$ cat src/rtl/ccs_pkg.sv
// ----------------------------------------------------------------------------
// Comment stripper package
// Shared types and character constants for the comment stripper blocks.
// ----------------------------------------------------------------------------
package ccs_pkg;

  localparam int RUN_FIFO_DEPTH = 4;
  localparam int RUN_MAX        = 3;

  localparam logic [7:0] CH_QUOTE   = 8'h22;
  localparam logic [7:0] CH_SLASH   = 8'h2F;
  localparam logic [7:0] CH_STAR    = 8'h2A;
  localparam logic [7:0] CH_NEWLINE = 8'h0A;
  localparam logic [7:0] CH_NUL     = 8'h00;

  typedef enum logic [2:0] {
    MODE_NORMAL = 3'b001,
    MODE_LINE   = 3'b010,
    MODE_BLOCK  = 3'b100
  } scan_mode_t;

  typedef struct packed {
    logic [7:0] char_in;
    logic       end_of_text;
  } in_item_t;

  typedef struct packed {
    logic [7:0] char_out;
    logic       is_terminator;
    logic       last_of_run;
  } out_item_t;

  typedef struct packed {
    logic [7:0] ch;
    logic       term;
  } res_t;

  typedef struct packed {
    res_t [RUN_MAX-1:0] res;
    logic [1:0]         last_idx;
  } run_t;

  typedef struct packed {
    logic valid;
    run_t run;
  } run_push_t;

endpackage

$ cat src/rtl/ccs_front.sv
// ----------------------------------------------------------------------------
// Comment stripper front end
// Accepts text bytes, tracks comment and quote state, and builds one run of
// up to three results per byte.
// ----------------------------------------------------------------------------
module ccs_front import ccs_pkg::*; (
  input  logic      clk,
  input  logic      rst_n,
  input  logic      in_valid,
  input  in_item_t  in_data,
  input  logic      fifo_full,
  output run_push_t push
);

  scan_mode_t mode_r, mode_nxt;
  logic       la_r, la_nxt;
  logic       par_r, par_nxt;
  logic       accept;
  logic       do_normal;
  logic       pre_slash;
  logic       byte_emit;
  logic       flush_slash;
  logic [7:0] c;
  logic       eot;
  res_t       cand [4];
  logic [3:0] cand_v;
  res_t       slot [RUN_MAX];
  logic [1:0] n;

  assign c      = in_data.char_in;
  assign eot    = in_data.end_of_text;
  assign accept = in_valid && !fifo_full;

  always_comb begin
    mode_nxt  = mode_r;
    la_nxt    = la_r;
    par_nxt   = par_r;
    do_normal = 1'b0;
    pre_slash = 1'b0;
    byte_emit = 1'b0;
    unique case (mode_r)
      MODE_LINE: begin
        if (c == CH_NEWLINE) begin
          mode_nxt  = MODE_NORMAL;
          byte_emit = 1'b1;
        end
      end
      MODE_BLOCK: begin
        if (la_r && (c == CH_SLASH)) begin
          mode_nxt = MODE_NORMAL;
          la_nxt   = 1'b0;
        end else begin
          la_nxt = (c == CH_STAR);
        end
      end
      default: begin
        if (la_r) begin
          la_nxt = 1'b0;
          if (c == CH_SLASH) begin
            mode_nxt = MODE_LINE;
          end else if (c == CH_STAR) begin
            mode_nxt = MODE_BLOCK;
          end else begin
            pre_slash = 1'b1;
            do_normal = 1'b1;
          end
        end else begin
          do_normal = 1'b1;
        end
      end
    endcase
    if (do_normal) begin
      if (c == CH_QUOTE) begin
        par_nxt   = ~par_r;
        byte_emit = 1'b1;
      end else if (par_r) begin
        byte_emit = 1'b1;
      end else if (c == CH_SLASH) begin
        la_nxt = 1'b1;
      end else begin
        byte_emit = 1'b1;
      end
    end
    flush_slash = eot && (mode_nxt != MODE_LINE) && (mode_nxt != MODE_BLOCK) && la_nxt;
    if (eot) begin
      mode_nxt = MODE_NORMAL;
      la_nxt   = 1'b0;
      par_nxt  = 1'b0;
    end
  end

  always_comb begin
    cand[0]   = '{ch: CH_SLASH, term: 1'b0};
    cand[1]   = '{ch: c,        term: 1'b0};
    cand[2]   = '{ch: CH_SLASH, term: 1'b0};
    cand[3]   = '{ch: CH_NUL,   term: 1'b1};
    cand_v    = {eot, flush_slash, byte_emit, pre_slash};
    slot[0]   = '0;
    slot[1]   = '0;
    slot[2]   = '0;
    n         = 2'd0;
    for (int k = 0; k < 4; k++) begin
      if (cand_v[k]) begin
        unique case (n)
          2'd0:    slot[0] = cand[k];
          2'd1:    slot[1] = cand[k];
          2'd2:    slot[2] = cand[k];
          default: ;
        endcase
        n = n + 2'd1;
      end
    end
    push.valid        = accept && (n != 2'd0);
    push.run.res[0]   = slot[0];
    push.run.res[1]   = slot[1];
    push.run.res[2]   = slot[2];
    push.run.last_idx = n - 2'd1;
  end

  always_ff @(posedge clk) begin
    if (!rst_n) begin
      mode_r <= MODE_NORMAL;
      la_r   <= 1'b0;
      par_r  <= 1'b0;
    end else if (accept) begin
      mode_r <= mode_nxt;
      la_r   <= la_nxt;
      par_r  <= par_nxt;
    end
  end

endmodule

$ cat src/rtl/ccs_run_fifo.sv
// ----------------------------------------------------------------------------
// Comment stripper run queue
// Short queue of result runs between the front end and the output stage.
// ----------------------------------------------------------------------------
module ccs_run_fifo import ccs_pkg::*; #(
  parameter int DEPTH = RUN_FIFO_DEPTH
) (
  input  logic      clk,
  input  logic      rst_n,
  input  run_push_t push,
  input  logic      pop,
  output logic      full,
  output logic      not_empty,
  output run_t      rd_data
);

  localparam int PTR_W = (DEPTH > 1) ? $clog2(DEPTH) : 1;
  localparam int CNT_W = $clog2(DEPTH + 1);

  run_t             mem_r [DEPTH];
  logic [PTR_W-1:0] wr_ptr_r, rd_ptr_r;
  logic [CNT_W-1:0] cnt_r;
  logic             do_push, do_pop;

  assign full      = (cnt_r == CNT_W'(DEPTH));
  assign not_empty = (cnt_r != '0);
  assign rd_data   = mem_r[rd_ptr_r];
  assign do_push   = push.valid && !full;
  assign do_pop    = pop && not_empty;

  always_ff @(posedge clk) begin
    if (do_push) begin
      mem_r[wr_ptr_r] <= push.run;
    end
  end

  always_ff @(posedge clk) begin
    if (!rst_n) begin
      wr_ptr_r <= '0;
      rd_ptr_r <= '0;
      cnt_r    <= '0;
    end else begin
      if (do_push) begin
        wr_ptr_r <= (wr_ptr_r == PTR_W'(DEPTH - 1)) ? '0 : wr_ptr_r + 1'b1;
      end
      if (do_pop) begin
        rd_ptr_r <= (rd_ptr_r == PTR_W'(DEPTH - 1)) ? '0 : rd_ptr_r + 1'b1;
      end
      if (do_push && !do_pop) begin
        cnt_r <= cnt_r + 1'b1;
      end else if (do_pop && !do_push) begin
        cnt_r <= cnt_r - 1'b1;
      end
    end
  end

endmodule

$ cat src/rtl/ccs_back.sv
// ----------------------------------------------------------------------------
// Comment stripper output stage
// Takes runs from the queue and delivers their results one per transaction.
// ----------------------------------------------------------------------------
module ccs_back import ccs_pkg::*; (
  input  logic      clk,
  input  logic      rst_n,
  input  logic      fifo_not_empty,
  input  run_t      fifo_data,
  output logic      pop,
  output logic      out_valid,
  input  logic      out_stall,
  output out_item_t out_data
);

  logic       busy_r;
  run_t       run_r;
  logic [1:0] idx_r;
  logic       out_accept;
  logic       last;
  res_t       cur;

  always_comb begin
    unique case (idx_r)
      2'd0:    cur = run_r.res[0];
      2'd1:    cur = run_r.res[1];
      default: cur = run_r.res[2];
    endcase
  end

  assign last                   = (idx_r == run_r.last_idx);
  assign out_valid              = busy_r;
  assign out_data.char_out      = cur.ch;
  assign out_data.is_terminator = cur.term;
  assign out_data.last_of_run   = last;
  assign out_accept             = busy_r && !out_stall;
  assign pop                    = fifo_not_empty && (!busy_r || (out_accept && last));

  always_ff @(posedge clk) begin
    if (pop) begin
      run_r <= fifo_data;
    end
  end

  always_ff @(posedge clk) begin
    if (!rst_n) begin
      busy_r <= 1'b0;
      idx_r  <= 2'd0;
    end else if (pop) begin
      busy_r <= 1'b1;
      idx_r  <= 2'd0;
    end else if (out_accept) begin
      if (last) begin
        busy_r <= 1'b0;
      end else begin
        idx_r <= idx_r + 2'd1;
      end
    end
  end

endmodule

$ cat src/rtl/c_comment_stripper.sv
// ----------------------------------------------------------------------------
// C comment stripper
// Removes line and block comments from a byte stream, honoring quotes.
// ----------------------------------------------------------------------------
// Input bytes arrive on in_valid/in_stall with in_data; the last byte of a
// text carries end_of_text. Kept bytes leave on out_valid/out_stall, and each
// text ends with a terminator transaction (char_out zero, is_terminator set).
// last_of_run marks the final result that one input byte produced.
// Each accepted byte is classified in the cycle it is accepted and its run
// of one to three results is written to a FIFO_DEPTH entry queue; a byte
// with no results writes nothing. The output stage loads a run from the
// queue into its run register and offers the results from there.
// The output stage then delivers one result per cycle while out_stall is low and runs are queued.
// A byte is accepted every cycle while the queue has room; the output
// stage's one result per cycle sets the sustained rate when bytes produce
// more than one result each.
// When the receiver stalls, the current result holds and the queue fills;
// in_stall rises once it is full.
// Reset clears the comment state, the queue and the output stage.
// ----------------------------------------------------------------------------
module c_comment_stripper import ccs_pkg::*; #(
  parameter int FIFO_DEPTH = RUN_FIFO_DEPTH
) (
  input  logic      clk,
  input  logic      rst_n,
  input  logic      in_valid,
  output logic      in_stall,
  input  in_item_t  in_data,
  output logic      out_valid,
  input  logic      out_stall,
  output out_item_t out_data
);

  logic      fifo_full;
  logic      fifo_not_empty;
  logic      pop;
  run_push_t push;
  run_t      fifo_data;

  assign in_stall = fifo_full;

  ccs_front u_front (
    .clk       (clk),
    .rst_n     (rst_n),
    .in_valid  (in_valid),
    .in_data   (in_data),
    .fifo_full (fifo_full),
    .push      (push)
  );

  ccs_run_fifo #(
    .DEPTH (FIFO_DEPTH)
  ) u_fifo (
    .clk       (clk),
    .rst_n     (rst_n),
    .push      (push),
    .pop       (pop),
    .full      (fifo_full),
    .not_empty (fifo_not_empty),
    .rd_data   (fifo_data)
  );

  ccs_back u_back (
    .clk            (clk),
    .rst_n          (rst_n),
    .fifo_not_empty (fifo_not_empty),
    .fifo_data      (fifo_data),
    .pop            (pop),
    .out_valid      (out_valid),
    .out_stall      (out_stall),
    .out_data       (out_data)
  );

endmodule

$ cat config.mk
export PLATFORM = sky130hd
export DESIGN_NAME = c_comment_stripper
export DESIGN_NICKNAME = d
export VERILOG_FILES = /design/src/rtl/ccs_pkg.sv /design/src/rtl/ccs_front.sv /design/src/rtl/ccs_run_fifo.sv /design/src/rtl/ccs_back.sv /design/src/rtl/c_comment_stripper.sv
export SDC_FILE = /design/constraint.sdc
export NUM_CORES = 1
export LEC_CHECK = 0
export BUFFER_PORTS_ARGS = -buffer_cell sky130_fd_sc_hd__buf_2
export CAP_MARGIN = 15
export CORE_MARGIN = 2
export CORE_UTILIZATION = 60
export CTS_BUF_LIST = sky130_fd_sc_hd__clkbuf_8
export DETAILED_ROUTE_END_ITERATION = 8
export PLACE_DENSITY = 0.78
export SYNTH_ARGS = -nofsm -noshare
export SYNTH_HDL_FRONTEND = slang
export SYNTH_SLANG_ARGS = --single-unit
export TNS_END_PERCENT = 20
$ cat constraint.sdc
create_clock -name clk -period 13.1 [get_ports clk]
set_input_delay 3.275 -clock clk [delete_from_list [all_inputs] [get_ports clk]]
set_output_delay 3.275 -clock clk [all_outputs]
set_load 0.01 [all_outputs]
==> metrics.txt <==
# IOs=25; Die Footprint=0.00980 mm^2; Comb pwr share=21.5%; initial antenna violation count=0; critical path startpoint=in_data[7]; post-synthesis async set-or-reset flop share=0%; outcome=finished clean; synthesis-to-layout area growth=11.2%; TritonCTS clock tree=built; Syn Area/Cell=16.2 um^2; WL/cell=20.2 um; hold path start=u_fifo.wr_ptr_r[1]; post-synthesis register bit count=125; Worst Path Arrival=7.61 ns; Initial Utilization=62.1%; FMAX=138 MHz; Min-Delay Path Depth=2; Synth cell types=55; setup TNS=0 ns; FP Rows=34; Warnings, synthesis=0; Power, Total=1140 uW; Die X=99.0 um; hold bufs inserted after CTS=0; grt total ovfl=0; clock slew at reported path FFs=0.07 ns; Max Clock Skew=0.0127 ns; share of layout cells above drive strength 1=22.9%; Antenna Nets Post-Route=0; unrepaired setup endpoints after global routing=no; CP Launch Type=input port; WS Path Type=input port to flop; Worst IR Drop VDD=0.0877 mV; Leak=0.00202 uW; Seq pwr share=47.9%; clock share of power=30.6%; EDFF count, synth=110; first-pass GRT wire length=15700 um; CTS Sinks=125; GRT Total Usage=21.6%; vias post-DR=2971; TritonCTS Buffers=17; vias in the first global route=2947; cell depth of the worst flop-to-flop path=18; Crit Path Max Fanout=11; drt drc=0; final WL=9740 um; final setup fails=0; root buffer cell=clkbuf_8; CTS H-tree depth=4; post-CTS sizing=0; maximum clock path buffer count=2; FF-to-FF Start=u_front.mode_r[2]; # fillers=521; syn_nets=362; Reg2Reg Setup Slack=8.54 ns; Hold Path Sink=u_fifo.wr_ptr_r[1]; data required time at the worst endpoint=13.45 ns; Switch Pwr=304 uW; DIE HEIGHT=99.0 um; antenna cell count=0; shortest period the worst path allows=7.26 ns; first-pass detailed-route iteration total=5; Int Pwr=837 uW; Seq/Total Area, Yosys=66.5%; postcts setup bufs=0; routability congestion estimate=0.797; sw frac=26.7%; Slew @ Worst Pin=1.15 ns; Max Cap Viol=0; area of the mapped netlist=0.00542 mm^2; Worst slew margin=23.3%; Setup crit end kind=flop; Skew-Pair Late Insertion Delay=0.43 ns; r2r endpoint=u_fifo.cnt_r[2]; HPWL after detailed placement=6480 um; fin util=69.1%; Final Cycle Share=55.4%; Slew Viols, Final=0; Final Hold Viols=0; via/cell ratio=6.15; largest net degree at the start of global routing=26; IO buf count=24; Hold Crit Class=flop to flop; core area=0.00872 mm^2; Syn Inst Count=335; DRT iter0 DRCs=182; most common flop cell mapped by yosys=edfxtp_1; PwrDens=189 mW/mm^2; final net count=390
[power groups by stage]
stage	Combinational, uW	Clock (uW)	Sequential (uW)
after global placement	241	0	554
after detailed placement	248	0	557
after global routing	270	369	554
final	245	349	547
after CTS	251	353	548
after floorplan	189	0	541
[registers in the layout (all words and copies together) (netlist names)]
signal and count:
u_front.la_r 1, u_front.mode_r 3, u_front.par_r 1, u_back.run_r 22
u_fifo.wr_ptr_r 2, u_back.idx_r 2, u_back.out_valid 1, u_fifo.mem_r 88
u_fifo.cnt_r 3, u_fifo.rd_ptr_r 2
[worst max path at each step]
stage	endpoint	slack, ns
3_3_place_gp	u_fifo.cnt_r[2]	5.65
5_1_grt	u_fifo.cnt_r[2]	5.53
4_1_cts	u_fifo.cnt_r[2]	5.87
6_report	u_fifo.cnt_r[2]	5.84
2_1_floorplan	u_fifo.cnt_r[2]	5.94
3_5_place_dp	u_fifo.cnt_r[2]	5.49
[synth_stat cells (2+ instances only)]
cell type	instances	area, um^2
edfxtp_1	110	3300
mux4_2	22	495
dfxtp_1	15	300
ha_1	13	163
and2_1	12	75.1
clkbuf_1	12	45.0
inv_1	12	45.0
nand2_1	11	41.3
a21oi_1	10	50.1
nor2_1	10	37.5
a21boi_0	7	52.6
a221o_1	6	60.1
nor2b_1	6	37.5
nor3_1	6	30.0
o21ai_0	6	30.0
xor2_1	6	52.6
a32o_1	5	50.1
nand2b_1	5	31.3
nor3b_1	5	37.5
a22o_1	3	26.3
and3_1	3	18.8
mux2i_1	3	30.0
nand4_1	3	18.8
o211ai_1	3	22.5
o31ai_1	3	22.5
xnor2_1	3	26.3
a22oi_1	2	15.0
buf_1	2	7.51
mux2_4	2	30.0
nand3_1	2	10.0
nor4_1	2	12.5
or3_1	2	12.5
[placed cells by master, fill, tap and decap left out, types with 2 or more instances in the layout]
cell type | netlist | routed
mux2i_1 | 3 | 3
a221o_1 | 6 | 6
buf_2 | 1 | 24
mux4_2 | 22 | 22
xnor2_1 | 3 | 3
bufinv_16 | 0 | 4
dfxtp_1 | 15 | 15
and2_1 | 12 | 12
clkinv_2 | 0 | 4
edfxtp_1 | 110 | 110
nand2_1 | 11 | 11
or3_1 | 2 | 2
o21ai_0 | 6 | 6
ha_1 | 13 | 13
nor2_1 | 10 | 10
mux2_4 | 2 | 2
nor2b_1 | 6 | 6
nor4_1 | 2 | 2
nand3_1 | 2 | 2
xor2_1 | 6 | 6
a21oi_1 | 10 | 10
nor3b_1 | 5 | 5
a22o_1 | 3 | 3
a21boi_0 | 7 | 7
inv_1 | 12 | 13
clkbuf_8 | 0 | 17
a32o_1 | 5 | 5
and3_1 | 3 | 3
a22oi_1 | 2 | 2
clkinv_1 | 0 | 2
nor3_1 | 6 | 6
nand4_1 | 3 | 3
o31ai_1 | 3 | 3
nand2b_1 | 5 | 5
o211ai_1 | 3 | 3
[layer usage]
metal	part of all wire (%)	wire (um)	vias up	track usage (%)
met5	0	0	-	0
met3	5.0	491	11	5.11
met1	43	4230	1467	29.2
li1	-	-	1382	-
met2	51	4930	111	35.2
met4	0.95	93	0	6.74
[area by class of cell]
cell class / count / area, um^2 / area share, %
well taps: 108 / 135 / 2.24
inverters: 12 / 45.0 / 0.748
multi-input cells: 182 / 1700 / 28.3
clock inverters: 14 / 176 / 2.93
flip-flops and latches: 125 / 3600 / 59.8
repair buffers: 25 / 128 / 2.12
clock buffers: 17 / 234 / 3.88
[kinds of logic after synthesis]
family	after synthesis	share of synthesized area (%)
adders and majority gates	14	3.37
muxes	27	10.3
and+or+nand+nor	75	8.27
buffers and inverters	28	2.03
xor gates and xnor gates	9	1.46
AOI/OAI and AO/OA	57	8.09
DFF	125	66.5
[worst max-delay path: stages]
cell and delay, ns:
buf_2 0.14, nor4b_4 0.46, nand3_1 0.15, o21a_1 0.25
nand2b_1 0.26, inv_1 0.09, ha_1 0.34, xor2_1 0.23
ha_1 0.30, nand2_1 0.06, o21ai_0 0.08, ha_1 0.23
nor2_1 0.32, ha_1 0.27, inv_1 0.07, fa_1 0.44
xor2_1 0.18, or3_1 0.30, a21boi_0 0.16
[metrics by stage]
stage | setup WS [ns] | hold slack [ns] | instances | instance area (um^2)
2_1_floorplan | 5.94 | 0.479 | 335 | 5420
3_3_place_gp | 5.65 | 0.505 | 452 | 5610
3_5_place_dp | 5.49 | 0.519 | 452 | 5610
4_1_cts | 5.87 | 0.530 | 483 | 6020
5_1_grt | 5.53 | 0.577 | 483 | 6020
6_report | 5.84 | 0.526 | 483 | 6020
(Power assumes the default switching activity.)
